==> src/rtl/core/cwrc_pkg.sv <==
// ----------------------------------------------------------------------------
// cwrc_pkg
// Shared types and constants of the color wheel revolution counter.
// ----------------------------------------------------------------------------
package cwrc_pkg;

	localparam int CHANNEL_BITS = 16;
	localparam int LEVEL_W      = 16;
	localparam int CH_W         = (CHANNEL_BITS < LEVEL_W) ? CHANNEL_BITS : LEVEL_W;
	localparam int SQ_W         = 2 * CH_W;
	localparam int DIST_W       = SQ_W + 2;
	localparam int REF_W        = 48;
	localparam int RED_LSB      = 32;
	localparam int GREEN_LSB    = 16;
	localparam int BLUE_LSB     = 0;
	localparam int NUM_REFS     = 4;
	localparam int COUNT_W      = 8;
	localparam int CFG_IDX_W    = 3;

	localparam logic [COUNT_W-1:0] COUNT_MAX   = '1;
	localparam logic [COUNT_W-1:0] LIMIT_RESET = COUNT_W'(7);

	typedef enum logic [0:0] {
		FUNC_START = 1'b0,
		FUNC_RUN   = 1'b1
	} func_t;

	typedef enum logic [1:0] {
		CLR_RED    = 2'd0,
		CLR_GREEN  = 2'd1,
		CLR_BLUE   = 2'd2,
		CLR_YELLOW = 2'd3
	} color_t;

	typedef enum logic [CFG_IDX_W-1:0] {
		CFG_REF_RED    = 3'd0,
		CFG_REF_GREEN  = 3'd1,
		CFG_REF_BLUE   = 3'd2,
		CFG_REF_YELLOW = 3'd3,
		CFG_REV_LIMIT  = 3'd4
	} cfg_idx_t;

	typedef logic [REF_W-1:0] ref_word_t;

	typedef struct packed {
		func_t               func;
		logic [LEVEL_W-1:0]  red_level;
		logic [LEVEL_W-1:0]  green_level;
		logic [LEVEL_W-1:0]  blue_level;
	} in_item_t;

	typedef struct packed {
		color_t              color_class;
		logic [COUNT_W-1:0]  revolution_count;
		logic                done_res;
		logic                motor_on;
	} out_item_t;

	typedef struct packed {
		logic   advance;
		func_t  func;
		color_t cls;
	} trk_req_t;

endpackage

==> src/rtl/core/cwrc_tracker.sv <==
// ----------------------------------------------------------------------------
// cwrc_tracker
// Start color, revolution count, finished flag and motor state.
// ----------------------------------------------------------------------------
module cwrc_tracker (
	input  logic                          clk,
	input  logic                          arst_n,
	input  cwrc_pkg::trk_req_t            req,
	input  logic [cwrc_pkg::COUNT_W-1:0]  limit,
	output cwrc_pkg::out_item_t           res
);
	import cwrc_pkg::*;

	color_t             start_q, last_q;
	logic               start_valid_q, done_q, motor_q;
	logic [COUNT_W-1:0] count_q;

	color_t             start_d, last_d;
	logic               start_valid_d, done_d, motor_d;
	logic [COUNT_W-1:0] count_d;

	always_comb begin
		start_d       = start_q;
		last_d        = req.cls;
		start_valid_d = start_valid_q;
		done_d        = done_q;
		motor_d       = motor_q;
		count_d       = count_q;
		unique case (req.func)
			FUNC_START: begin
				start_d       = req.cls;
				start_valid_d = 1'b1;
				motor_d       = 1'b1;
			end
			FUNC_RUN: begin
				if (start_valid_q && req.cls == start_q && req.cls != last_q &&
				    count_q != COUNT_MAX) begin
					count_d = count_q + 1'b1;
				end
				if (count_d > limit) begin
					done_d  = 1'b1;
					motor_d = 1'b0;
				end
			end
			default: begin
			end
		endcase
	end

	always_ff @(posedge clk or negedge arst_n) begin
		if (!arst_n) begin
			start_q       <= CLR_RED;
			last_q        <= CLR_RED;
			start_valid_q <= 1'b0;
			done_q        <= 1'b0;
			motor_q       <= 1'b0;
			count_q       <= '0;
		end else if (req.advance) begin
			start_q       <= start_d;
			last_q        <= last_d;
			start_valid_q <= start_valid_d;
			done_q        <= done_d;
			motor_q       <= motor_d;
			count_q       <= count_d;
		end
	end

	assign res.color_class      = req.cls;
	assign res.revolution_count = count_d;
	assign res.done_res         = done_d;
	assign res.motor_on         = motor_d;

endmodule

==> config.mk <==
export PLATFORM = sky130hd
export DESIGN_NAME = cwrc_tracker
export DESIGN_NICKNAME = d
export VERILOG_FILES = /design/src/rtl/core/cwrc_pkg.sv /design/src/rtl/core/cwrc_tracker.sv
export SDC_FILE = /design/constraint.sdc
export NUM_CORES = 1
export LEC_CHECK = 0
export BUFFER_PORTS_ARGS = -buffer_cell sky130_fd_sc_hd__buf_2
export CAP_MARGIN = 20
export CORE_MARGIN = 5
export CORE_UTILIZATION = 55
export CTS_CLUSTER_SIZE = 40
export DETAILED_ROUTE_END_ITERATION = 10
export GPL_ROUTABILITY_DRIVEN = 0
export PLACE_DENSITY_LB_ADDON = 0.12
export SYNTH_ARGS = -nofsm -noshare
export SYNTH_HDL_FRONTEND = slang
export SYNTH_SLANG_ARGS = --single-unit
export TNS_END_PERCENT = 10
==> constraint.sdc <==
create_clock -name clk -period 5.6 [get_ports clk]
set_input_delay 0.28 -clock clk [delete_from_list [all_inputs] [get_ports clk]]
set_output_delay 0.28 -clock clk [all_outputs]
set_load 0.005 [all_outputs]
==> run metrics, run 1 <==
arrival time at the worst endpoint=3350 ps; Finished Cell Area=1394 sq um; largest cells by area after synthesis=sky130_fd_sc_hd__dfrtp_1, sky130_fd_sc_hd__mux2_2, sky130_fd_sc_hd__ha_1; outcome=finished, final reports clean; count of buffers from port buffering=25; PostCTS Resize Cnt=0; total design power=0.0003634 W; TritonCTS Buffers=3; Max Freq=0.2754 GHz; unrepaired setup endpoints after global routing=false; horizontal die dimension=58.17 um; Post CTS Setup Buffer Count=0; Worst setup startpoint=count_q[0]$_DFFE_PN0P_; DP Area=1356 sq um; setup slack after layout=1969 ps; Root Driver=sky130_fd_sc_hd__clkbuf_4; post-synthesis cell area=1276 sq um; number of sinks handled by clock tree synthesis=15; number of global-route vias before repair=993; source-to-sink clock delay at the later pin of the worst-skew pair=280 ps; aggregate global-route resource usage=16.00%; Cells after Synth=130; net count after synthesis=153; Final Max Tran Viols=0; worst reg2reg endpoint=motor_q$_DFFE_PN0P_; DR pass1 iterations=4; largest net degree at the start of global routing=16; final net count=173; antenna fix cells=0; endpoint type of the worst setup path=output port; CTS tree=built; Final period util=64.84%; maximum fanout along the worst path=8; starting density of the core=57.69%; Setup violations, final=0; count of vias placed by the detailed router=945; share of the yosys chip area belonging to registers=29.41%; r2r startpoint=count_q[0]$_DFFE_PN0P_; most frequent cells in the layout=sky130_fd_sc_hd__buf_2, sky130_fd_sc_hd__dfrtp_1, sky130_fd_sc_hd__mux2_2; kind of start point of the critical path=flop; routed length per instance=13.35 um; Critical Path RT=5320 ps; met3 track utilization from global routing=4.454%; number of placement rows=17; overflow left after global routing=0; post-route antenna net violation count=0; relative slew slack=74.35%; cells on worst reg2reg path=11; # fillers=202; Switch Pwr=0.0001318 W; clock slew seen by the registers of the worst setup and hold paths=90 ps; biggest area consumer among synthesized cells=sky130_fd_sc_hd__dfrtp_1; worst reg2reg setup slack=2580 ps; setup TNS after final layout=0 ps; min Tclk post-route=3631 ps; worst-margin pin slew=381.3 ps; post-DP HPWL=1891 um; DRC violations left=0; met2 Track Usage GR=26.29%; Seq cells post-synth=15; core box area=2212 sq um; first-pass GRT wire length=4229 um; met1 global-route usage=20.16%; synthesis-to-finish area growth=9.216%; most common cell after layout, fill and taps aside=sky130_fd_sc_hd__buf_2; number of top-level pins=26; setup skew after layout=10.27 ps; Critical path destination=res[1]; maximum root-to-sink buffer count=2; Cell variety after synth=36; part of the power in registers=42.4%; utilization of the core after routing=63.01%; logic gate share of total power=41.1%; H-tree depth=1; mean area per synthesized cell=9.817 sq um; post-synth top area share=29.41%; internal power=0.0002315 W; peak ir drop on the vdd network=204.2 uV; areal power density over the cells=260.7 nW/um^2; leakage dissipation=0.6914 nW; DIE AREA=3384 sq um; die extent in y=58.17 um; critical path class=reg -> out; layout cells sized above 1=34.90%; worst min-delay path category=in -> reg; number of endpoints with negative hold slack in the final report=0; wire length reported by the detailed router=2363 um; pre-CTS worst setup slack=2296 ps; number of maximum-capacitance constraint violations=0; net switching share of the total power=36.28%; initial detailed-routing violation count=10; post-DR vias/cell=5.339; Synth warnings=0; Most Used Layer, Global Route=met2; number of antenna violations at the first check in global routing=0; part of the total power dissipated in the clock network=16.4%
power by group through the flow:
stage / clock, W / sequential (W) / combinational [W]
detailed placement: 0 / 0.000156 / 0.000151
global route: 0.0000711 / 0.000157 / 0.000169
finish: 0.0000597 / 0.000154 / 0.000149
floorplan: 0 / 0.000139 / 0.000130
global placement: 0 / 0.000153 / 0.000144
CTS: 0.0000640 / 0.000154 / 0.000152
synth_stat cells:
library cell                instances
sky130_fd_sc_hd__or3_1              1
sky130_fd_sc_hd__nand3_1            3
sky130_fd_sc_hd__o2111ai_1          1
sky130_fd_sc_hd__nand2b_1           1
sky130_fd_sc_hd__xnor2_1           10
sky130_fd_sc_hd__nor2_8             1
sky130_fd_sc_hd__clkbuf_1           2
sky130_fd_sc_hd__nor2_1             4
sky130_fd_sc_hd__mux2_4             1
sky130_fd_sc_hd__ha_1               9
sky130_fd_sc_hd__a21o_1             2
sky130_fd_sc_hd__nor4_2             3
sky130_fd_sc_hd__mux2_2            11
sky130_fd_sc_hd__o211ai_1           1
sky130_fd_sc_hd__buf_2              1
sky130_fd_sc_hd__mux2_1             1
sky130_fd_sc_hd__inv_1             10
sky130_fd_sc_hd__nand2_1            9
sky130_fd_sc_hd__nor3_4             1
sky130_fd_sc_hd__nor2b_1            3
sky130_fd_sc_hd__buf_4              5
sky130_fd_sc_hd__nand3_2            1
sky130_fd_sc_hd__o21ai_0            2
sky130_fd_sc_hd__dfrtp_1           15
sky130_fd_sc_hd__and3_4             1
sky130_fd_sc_hd__xor2_1             9
sky130_fd_sc_hd__a31oi_1            1
sky130_fd_sc_hd__nand4_1            3
sky130_fd_sc_hd__a21oi_1            4
sky130_fd_sc_hd__nor4_1             1
sky130_fd_sc_hd__buf_1              1
sky130_fd_sc_hd__or2_2              2
sky130_fd_sc_hd__buf_6              3
sky130_fd_sc_hd__nor3_1             3
sky130_fd_sc_hd__and3_1             3
sky130_fd_sc_hd__nand3_4            1
per-stage QoR:
stage | cells | hold slack [ps]
floorplan | 130 | -15.59
global placement | 172 | 195.2
detailed placement | 172 | 198.8
CTS | 177 | 267.1
global route | 177 | 281.9
finish | 177 | 281.4
worst max-delay path: stages (launching register included):
cell and delay, ps:
sky130_fd_sc_hd__dfrtp_1 490, sky130_fd_sc_hd__ha_1 280, sky130_fd_sc_hd__and3_1 260, sky130_fd_sc_hd__and3_4 250
sky130_fd_sc_hd__nor2_8 150, sky130_fd_sc_hd__mux2_2 350, sky130_fd_sc_hd__ha_1 280, sky130_fd_sc_hd__nor2b_1 130
sky130_fd_sc_hd__o211ai_1 160, sky130_fd_sc_hd__a21o_1 130, sky130_fd_sc_hd__a31oi_1 140, sky130_fd_sc_hd__or2_2 300
sky130_fd_sc_hd__buf_2 130
sequential cells by signal, indices dropped and copies added, names as in the netlist:
signal	count
done_q	1
last_q	2
start_valid_q	1
start_q	2
motor_q	1
count_q	8
area by class of cell:
class	count	area (sq um)	area share, %
multi-input cells	93	775.7	55.66
repair buffers	27	142.6	10.23
clock inverters	1	5.005	0.3591
inverters	10	37.54	2.693
clock buffers	3	22.52	1.616
well taps	28	35.03	2.513
flip-flops and latches	15	375.4	26.93
cell families (layout without fill, tap and decap cells):
family / count (synthesis) / in the layout / share of synthesized area [%]
buffers and inverters: 22 / 41 / 9.804
flip-flops: 15 / 15 / 29.41
AND/OR/NAND/NOR: 41 / 41 / 21.86
XOR/XNOR: 19 / 19 / 13.04
multiplexers: 13 / 13 / 11.76
adder cells (fa/ha/maj): 9 / 9 / 8.824
AO/OA/AOI/OAI: 11 / 11 / 5.295
worst min-delay path by stage:
| stage | startpoint | end | depth (start not counted) |
|---|---|---|---|
| floorplan | arst_n | count_q[0]$_DFFE_PN0P_ | 0 |
| global placement | arst_n | last_q[1]$_DFFE_PN0P_ | 1 |
| detailed placement | arst_n | start_q[0]$_DFFE_PN0P_ | 1 |
| CTS | req[1] | start_q[1]$_DFFE_PN0P_ | 2 |
| global route | req[1] | start_q[1]$_DFFE_PN0P_ | 2 |
| finish | req[1] | start_q[1]$_DFFE_PN0P_ | 2 |
what timing repair did:
action / in CTS / in global routing
setup endpoints to repair: 0 / 0
hold buffers: 1 / 0
endpoints found under the hold margin: 15 / 0
per-layer routing:
layer  up-vias  part of all wire, %
met5         -                    0
met4         0                 0.97
met3         2                  4.5
met2        17                   49
met1       448                   45
li1        478                    -
No activity file was read; power rests on OpenSTA's default activity.
==> inputs of run 2 (changes only) <==
--- a/config.mk
+++ b/config.mk
@@ -8,7 +8,7 @@
 export BUFFER_PORTS_ARGS = -buffer_cell sky130_fd_sc_hd__buf_2
 export CAP_MARGIN = 20
 export CORE_MARGIN = 5
-export CORE_UTILIZATION = 55
+export CORE_UTILIZATION = 54
 export CTS_CLUSTER_SIZE = 40
 export DETAILED_ROUTE_END_ITERATION = 10
 export GPL_ROUTABILITY_DRIVEN = 0
==> constraint.sdc (replaced) <==
create_clock -name clk -period 3.75 [get_ports clk]
set_input_delay 0.1875 -clock clk [delete_from_list [all_inputs] [get_ports clk]]
set_output_delay 0.1875 -clock clk [all_outputs]
set_load 0.005 [all_outputs]
==> run 2 against run 1 <==
  * Largest power group unchanged
  * Sequential cell count is the same
  * Hold slack got worse by 90 ps
  * Global-route usage fell by 0.49 points
  * Sequential power grew 49%
  * Core utilization down 0.54 points
  * Highest routed layer unchanged
  * First-iteration DRC count is 130% higher
  * Clock-buffer cell count unchanged
  * Cell count did not move
  * Design area about the same
  * Setup slack lost 1800 ps
  * Clock skew shrank 8.4 ps
  * Register-to-register slack got worse by 1900 ps
==> run metrics, run 2 (same netlist as run 1, synthesis figures left out) <==
met1 wire length=1083 um (was 1075 um); most frequent cells in the layout=sky130_fd_sc_hd__buf_2, sky130_fd_sc_hd__dfrtp_1, sky130_fd_sc_hd__mux2_2 (unchanged); number of flip-flops in the largest register=8 (unchanged); Critical Path RT=3560 ps (was 5320 ps); overflow left after global routing=0 (unchanged); Max Freq=0.2817 GHz; layout cells sized above 1=35.57% (was 34.90%); outcome=finished, final reports clean (unchanged); core box area=2233 sq um (was 2212 sq um); pre-CTS worst setup slack=506.9 ps (was 2296 ps); max incr delay on CP=470 ps (was 490 ps); r2r startpoint=count_q[0]$_DFFE_PN0P_ (unchanged); arrival time at the worst endpoint=3360 ps (was 3350 ps); Root Driver=sky130_fd_sc_hd__clkbuf_4 (unchanged); library cell contributing the largest single delay on the critical path=sky130_fd_sc_hd__dfrtp_2 (was sky130_fd_sc_hd__dfrtp_1); synthesis-to-finish area growth=9.314% (was 9.216%); startpoint of the lowest-slack hold path=req[1] (unchanged); post-DR vias/cell=5.463 (was 5.339); number of top-level pins=26 (unchanged); count of buffers from port buffering=25 (unchanged); source-to-sink clock delay at the later pin of the worst-skew pair=270 ps (was 280 ps); most common cell after layout, fill and taps aside=sky130_fd_sc_hd__buf_2 (unchanged); antenna fix cells=0 (unchanged); aggregate global-route resource usage=15.51% (was 16.00%); DRC violations left=0 (unchanged); areal power density over the cells=386.0 nW/um^2 (was 260.7 nW/um^2); registers with the most flip-flops=count_q: 8 flops, last_q: 2 flops, start_q: 2 flops (unchanged); min Tclk post-route=3550 ps; routed length per instance=13.69 um (was 13.35 um); Final period util=94.68%; H-tree depth=1 (unchanged); number of placement rows=17 (unchanged); maximum root-to-sink buffer count=2 (unchanged); number of antenna violations at the first check in global routing=0 (unchanged); setup slack after layout=199.5 ps (was 1969 ps); initial detailed-routing violation count=23 (was 10); wire length reported by the detailed router=2423 um (was 2363 um); highest layer used for signal routing=met4 (unchanged); number of maximum-capacitance constraint violations=0 (unchanged); largest net degree at the start of global routing=16 (unchanged); count of vias placed by the detailed router=967 (was 945); # fillers=206 (was 202); peak ir drop on the vdd network=345.9 uV (was 204.2 uV); die extent in y=58.62 um (was 58.17 um); number of global-route vias before repair=979 (was 993); CP Cell Sequence=ha_1 > and3_1 > and3_4 > nor2_8 > mux2_2 > ha_1 > nor2b_1 > o211ai_1 > a21o_1 > a31oi_1 > or2_2 > buf_2 (unchanged); largest register by flop count=count_q (unchanged); starting density of the core=57.14% (was 57.69%); worst min-delay path category=in -> reg (unchanged); CTS tree=built (unchanged); DIE AREA=3436 sq um (was 3384 sq um); Final Max Tran Viols=0 (unchanged); detailed-routed wire length on met2=1191 um (was 1156 um); number of sinks handled by clock tree synthesis=15 (unchanged); leakage dissipation=0.6904 nW (was 0.6914 nW); cells on worst reg2reg path=11 (unchanged); post-route antenna net violation count=0 (unchanged); maximum fanout along the worst path=8 (unchanged); critical path class=reg -> out (unchanged); unrepaired setup endpoints after global routing=false (unchanged); endpoint type of the worst setup path=output port (unchanged); relative slew slack=72.80% (was 74.35%); length of routed met3 wiring=120 um (was 107 um); cell depth of the worst min-delay path=2 (unchanged); Worst path most repeated cell=sky130_fd_sc_hd__ha_1 (unchanged); horizontal die dimension=58.62 um (was 58.17 um); worst min-delay path endpoint=start_q[1]$_DFFE_PN0P_ (unchanged); DR pass1 iterations=4 (unchanged); Post CTS Setup Buffer Count=0 (unchanged); number of endpoints with negative hold slack in the final report=0 (unchanged); clock slew seen by the registers of the worst setup and hold paths=80 ps (was 90 ps); worst reg2reg endpoint=motor_q$_DFFE_PN0P_ (unchanged); setup TNS after final layout=0 ps (unchanged); setup skew after layout=1.868 ps (was 10.27 ps); Setup violations, final=0 (unchanged); TritonCTS Buffers=3 (unchanged); post-DP HPWL=1948 um (was 1891 um); first-pass GRT wire length=4188 um (was 4229 um); kind of start point of the critical path=flop (unchanged); worst-margin pin slew=406.1 ps (was 381.3 ps); final net count=173 (unchanged); worst reg2reg setup slack=710 ps (was 2580 ps)
[run 2: cell types whose count changed in the layout (fill, tap and decap cells not counted)]
| cell | before | now |
|---|---|---|
| sky130_fd_sc_hd__dfrtp_1 | 15 | 14 |
| sky130_fd_sc_hd__dfrtp_2 | 0 | 1 |
[run 2: area by class of cell]
class | instances | area [sq um] | area share (%)
Inverter | 10 | 37.54 | 2.691
Timing Repair Buffer | 27 | 142.6 | 10.22
Clock buffer | 3 | 22.52 | 1.614
Clock inverter | 1 | 5.005 | 0.3587
Sequential cell | 15 | 376.6 | 27.00
Tap cell | 28 | 35.03 | 2.511
Multi-Input combinational cell | 93 | 775.7 | 55.61
[run 2: worst max-delay path by stage]
stage	endpoint	startpoint	cells past startpoint	slack [ps]
finish	res[1]	count_q[0]$_DFFE_PN0P_	12	200
global route	res[1]	count_q[0]$_DFFE_PN0P_	12	30
CTS	res[1]	count_q[0]$_DFFE_PN0P_	12	180
detailed placement	res[1]	count_q[0]$_DFFE_PN0P_	12	510
global placement	res[1]	count_q[0]$_DFFE_PN0P_	12	630
floorplan	res[1]	count_q[1]$_DFFE_PN0P_	14	680
[run 2: through the flow]
stage,total power (W),instances,hold WS (ps),cell area [sq um],utilization (%)
2_1_floorplan,0.0004018,130,-108.1,1276,-
3_3_place_gp,0.0004418,172,99.26,1356,60.73
3_5_place_dp,0.0004522,172,103.6,1356,60.73
4_1_cts,0.0005428,177,186.9,1394,62.41
5_1_grt,0.0005885,177,178.6,1395,62.47
6_report,0.0005385,177,191.6,1395,62.47
[run 2: routing by layer]
layer  vias up  global-route usage (%)
li1        477                       -
met1       457                   19.40
met2        29                   27.27
met3         4                   1.535
met4         0                   6.149
met5         -                       0
[run 2: critical path: cells and delay by family (launching register included)]
kind	cells	cell delay, ps
muxes	1	350
DFF	1	470
and+or+nand+nor	5	1100
adders and majority gates	2	550
buffers and inverters	1	130
AOI/OAI and AO/OA	3	480
[run 2: what timing repair did]
item                       in CTS  in global routing
hold buffers                    1                  0
hold endpoints to repair       15                  0
setup endpoints to repair       0                  1
resized for setup               0                  1
[run 2: power by group]
group	leakage (nW)	switching (W)	internal [W]	total, W
Clock	0.0177	0.0000473	0.0000395	0.0000867
Sequential	0.184	0.0000412	0.000188	0.000229
Combinational	0.488	0.000104	0.000119	0.000222
==> inputs of run 3 (changes only) <==
--- a/config.mk
+++ b/config.mk
@@ -12,7 +12,7 @@
 export CTS_CLUSTER_SIZE = 40
 export DETAILED_ROUTE_END_ITERATION = 10
 export GPL_ROUTABILITY_DRIVEN = 0
-export PLACE_DENSITY_LB_ADDON = 0.12
+export PLACE_DENSITY = 0.79
 export SYNTH_ARGS = -nofsm -noshare
 export SYNTH_HDL_FRONTEND = slang
 export SYNTH_SLANG_ARGS = --single-unit
==> run 3 against run 2 <==
  * Sequential power barely moved
  * Clock skew rose by 4.0 ps
  * Routed wire length rose by 3.8%
  * Critical path depth did not move
  * Maximum frequency rose by 0.29%
  * Die area did not move
  * Register-to-register slack improved by 40 ps
  * Core utilization rose by 0.22 points
  * Via count rose by 1.1%
  * Total power rose by 0.32%
  * Hold slack got worse by 8.7 ps
  * Largest cell class unchanged
==> run metrics, run 3 (same netlist as run 1, synthesis figures left out) <==
outcome=finished, final reports clean (unchanged); Root Driver=sky130_fd_sc_hd__clkbuf_4 (unchanged); peak ir drop on the vdd network=427.6 uV (was 345.9 uV); number of global-route vias before repair=1050 (was 979); Setup violations, final=0 (unchanged); horizontal die dimension=58.62 um (unchanged); number of flip-flops in the largest register=8 (unchanged); setup skew after layout=5.917 ps (was 1.868 ps); post-DR vias/cell=5.525 (was 5.463); number of antenna violations at the first check in global routing=0 (unchanged); DR pass1 iterations=4 (unchanged); DIE AREA=3436 sq um (unchanged); routed length per instance=14.20 um (was 13.69 um); areal power density over the cells=385.8 nW/um^2 (was 386.0 nW/um^2); number of placement rows=17 (unchanged); Switch Pwr=0.0001948 W (was 0.0001922 W); CTS tree=built (unchanged); maximum root-to-sink buffer count=2 (unchanged); maximum fanout along the worst path=8 (unchanged); Post CTS Setup Buffer Count=0 (unchanged); wire length reported by the detailed router=2514 um (was 2423 um); number of top-level pins=26 (unchanged); unrepaired setup endpoints after global routing=false (unchanged); registers with the most flip-flops=count_q: 8 flops, last_q: 2 flops, start_q: 2 flops (unchanged); antenna fix cells=0 (unchanged); first-pass GRT wire length=4498 um (was 4188 um); kind of start point of the critical path=flop (unchanged); starting density of the core=57.14% (unchanged); part of the total power dissipated in the clock network=16.9% (was 16.1%); most common cell after layout, fill and taps aside=sky130_fd_sc_hd__buf_2 (unchanged); leakage dissipation=0.6916 nW (was 0.6904 nW); number of endpoints with negative hold slack in the final report=0 (unchanged); layout cells sized above 1=35.57% (unchanged); Max Freq=0.2825 GHz (was 0.2817 GHz); count of vias placed by the detailed router=978 (was 967); source-to-sink clock delay at the later pin of the worst-skew pair=280 ps (was 270 ps); overflow left after global routing=0 (unchanged); Final Max Tran Viols=0 (unchanged); core box area=2233 sq um (unchanged); net switching share of the total power=36.06% (was 35.69%); logic gate share of total power=40.9% (was 41.3%); count of buffers from port buffering=25 (unchanged); internal power=0.0003454 W (was 0.0003463 W); DRC violations left=0 (unchanged); Final period util=94.41% (was 94.68%); arrival time at the worst endpoint=3350 ps (was 3360 ps); critical path class=reg -> out (unchanged); post-route antenna net violation count=0 (unchanged); fin cells=177 (unchanged); final net count=173 (unchanged); part of the power in registers=42.2% (was 42.6%); endpoint type of the worst setup path=output port (unchanged); largest net degree at the start of global routing=16 (unchanged); relative slew slack=76.79% (was 72.80%); TritonCTS Buffers=3 (unchanged); number of sinks handled by clock tree synthesis=15 (unchanged); die extent in y=58.62 um (unchanged); aggregate global-route resource usage=16.83% (was 15.51%); H-tree depth=1 (unchanged); min Tclk post-route=3540 ps (was 3550 ps); largest register by flop count=count_q (unchanged); worst-margin pin slew=348.1 ps (was 406.1 ps); worst min-delay path category=in -> reg (unchanged); synthesis-to-finish area growth=9.706% (was 9.314%); initial detailed-routing violation count=18 (was 23); number of maximum-capacitance constraint violations=0 (unchanged); most frequent cells in the layout=sky130_fd_sc_hd__buf_2, sky130_fd_sc_hd__dfrtp_1, sky130_fd_sc_hd__mux2_2 (unchanged); post-DP HPWL=2002 um (was 1948 um); clock slew seen by the registers of the worst setup and hold paths=90 ps (was 80 ps); setup TNS after final layout=0 ps (unchanged); placed cells=172 (unchanged); # fillers=187 (was 206); Critical Path RT=3560 ps (about the same)
==> run 3: layout make-up <==
| class | count | area (sq um) | area share, % |
|---|---|---|---|
| Inverter | 10 | 37.54 | 2.681 |
| Timing Repair Buffer | 27 | 142.6 | 10.19 |
| Clock buffer | 3 | 22.52 | 1.609 |
| Tap cell | 28 | 35.03 | 2.502 |
| Sequential cell | 15 | 375.4 | 26.81 |
| Multi-Input combinational cell | 93 | 782.0 | 55.85 |
| Clock inverter | 1 | 5.005 | 0.3575 |
==> run 3: power groups by stage <==
stage | combinational [W] | clock, W | sequential [W]
2_1_floorplan | 0.000194 | 0 | 0.000208
3_3_place_gp | 0.000214 | 0 | 0.000226
3_5_place_dp | 0.000223 | 0 | 0.000231
4_1_cts | 0.000226 | 0.0000983 | 0.000227
5_1_grt | 0.000251 | 0.000109 | 0.000233
6_report | 0.000221 | 0.0000916 | 0.000228
==> run 3: routing by layer <==
layer | vias up | routed length, um | share of wire (%) | track usage [%]
met3 | 6 | 148 | 5.9 | 1.974
met1 | 467 | 1065 | 42 | 20.19
li1 | 477 | - | - | -
met4 | 0 | 48 | 1.9 | 7.443
met5 | - | 0 | 0 | 0
met2 | 28 | 1251 | 50 | 29.98
==> run 3: worst paths after layout <==
kind / start / endpoint / slack (ps) / cells after the start
worst max-delay path: count_q[0]$_DFFE_PN0P_ / res[1] / 210 / 12
worst min-delay path: req[1] / last_q[1]$_DFFE_PN0P_ / 180 / 2
worst max register to register: count_q[0]$_DFFE_PN0P_ / motor_q$_DFFE_PN0P_ / 750 / 11
worst min register to register: done_q$_DFFE_PN0P_ / done_q$_DFFE_PN0P_ / 460 / 1
max in group asynchronous: arst_n / count_q[7]$_DFFE_PN0P_ / 3140 / 2
min in group asynchronous: arst_n / last_q[0]$_DFFE_PN0P_ / 350 / 2
==> run 3: stage by stage <==
| stage | util [%] | area (sq um) | power [W] | setup WS (ps) | hold slack [ps] |
|---|---|---|---|---|---|
| after floorplan | - | 1276 | 0.0004018 | 681.5 | -108.1 |
| after global placement | 60.73 | 1356 | 0.0004404 | 612.3 | 101.2 |
| after detailed placement | 60.73 | 1356 | 0.0004535 | 486.8 | 115.4 |
| after CTS | 62.41 | 1394 | 0.0005512 | 148.7 | 167.7 |
| after global routing | 62.69 | 1400 | 0.0005932 | 34.44 | 163.7 |
| final | 62.69 | 1400 | 0.0005402 | 209.8 | 182.9 |
==> run 3: worst max-delay path, cell delays in order, from the launching register on <==
cell	delay, ps
sky130_fd_sc_hd__dfrtp_1	480
sky130_fd_sc_hd__ha_1	280
sky130_fd_sc_hd__and3_1	270
sky130_fd_sc_hd__and3_4	260
sky130_fd_sc_hd__nor2_8	150
sky130_fd_sc_hd__mux2_2	350
sky130_fd_sc_hd__ha_1	280
sky130_fd_sc_hd__nor2b_1	140
sky130_fd_sc_hd__o211ai_1	150
sky130_fd_sc_hd__a21o_1	140
sky130_fd_sc_hd__a31oi_2	140
sky130_fd_sc_hd__or2_2	300
sky130_fd_sc_hd__buf_2	130
==> run 3: repair_timing <==
item / 4_1_cts / 5_1_grt
setup endpoints to repair: 0 / 1
hold endpoints to repair: 15 / 0
resized for setup: 0 / 1
hold buffers: 1 / 0
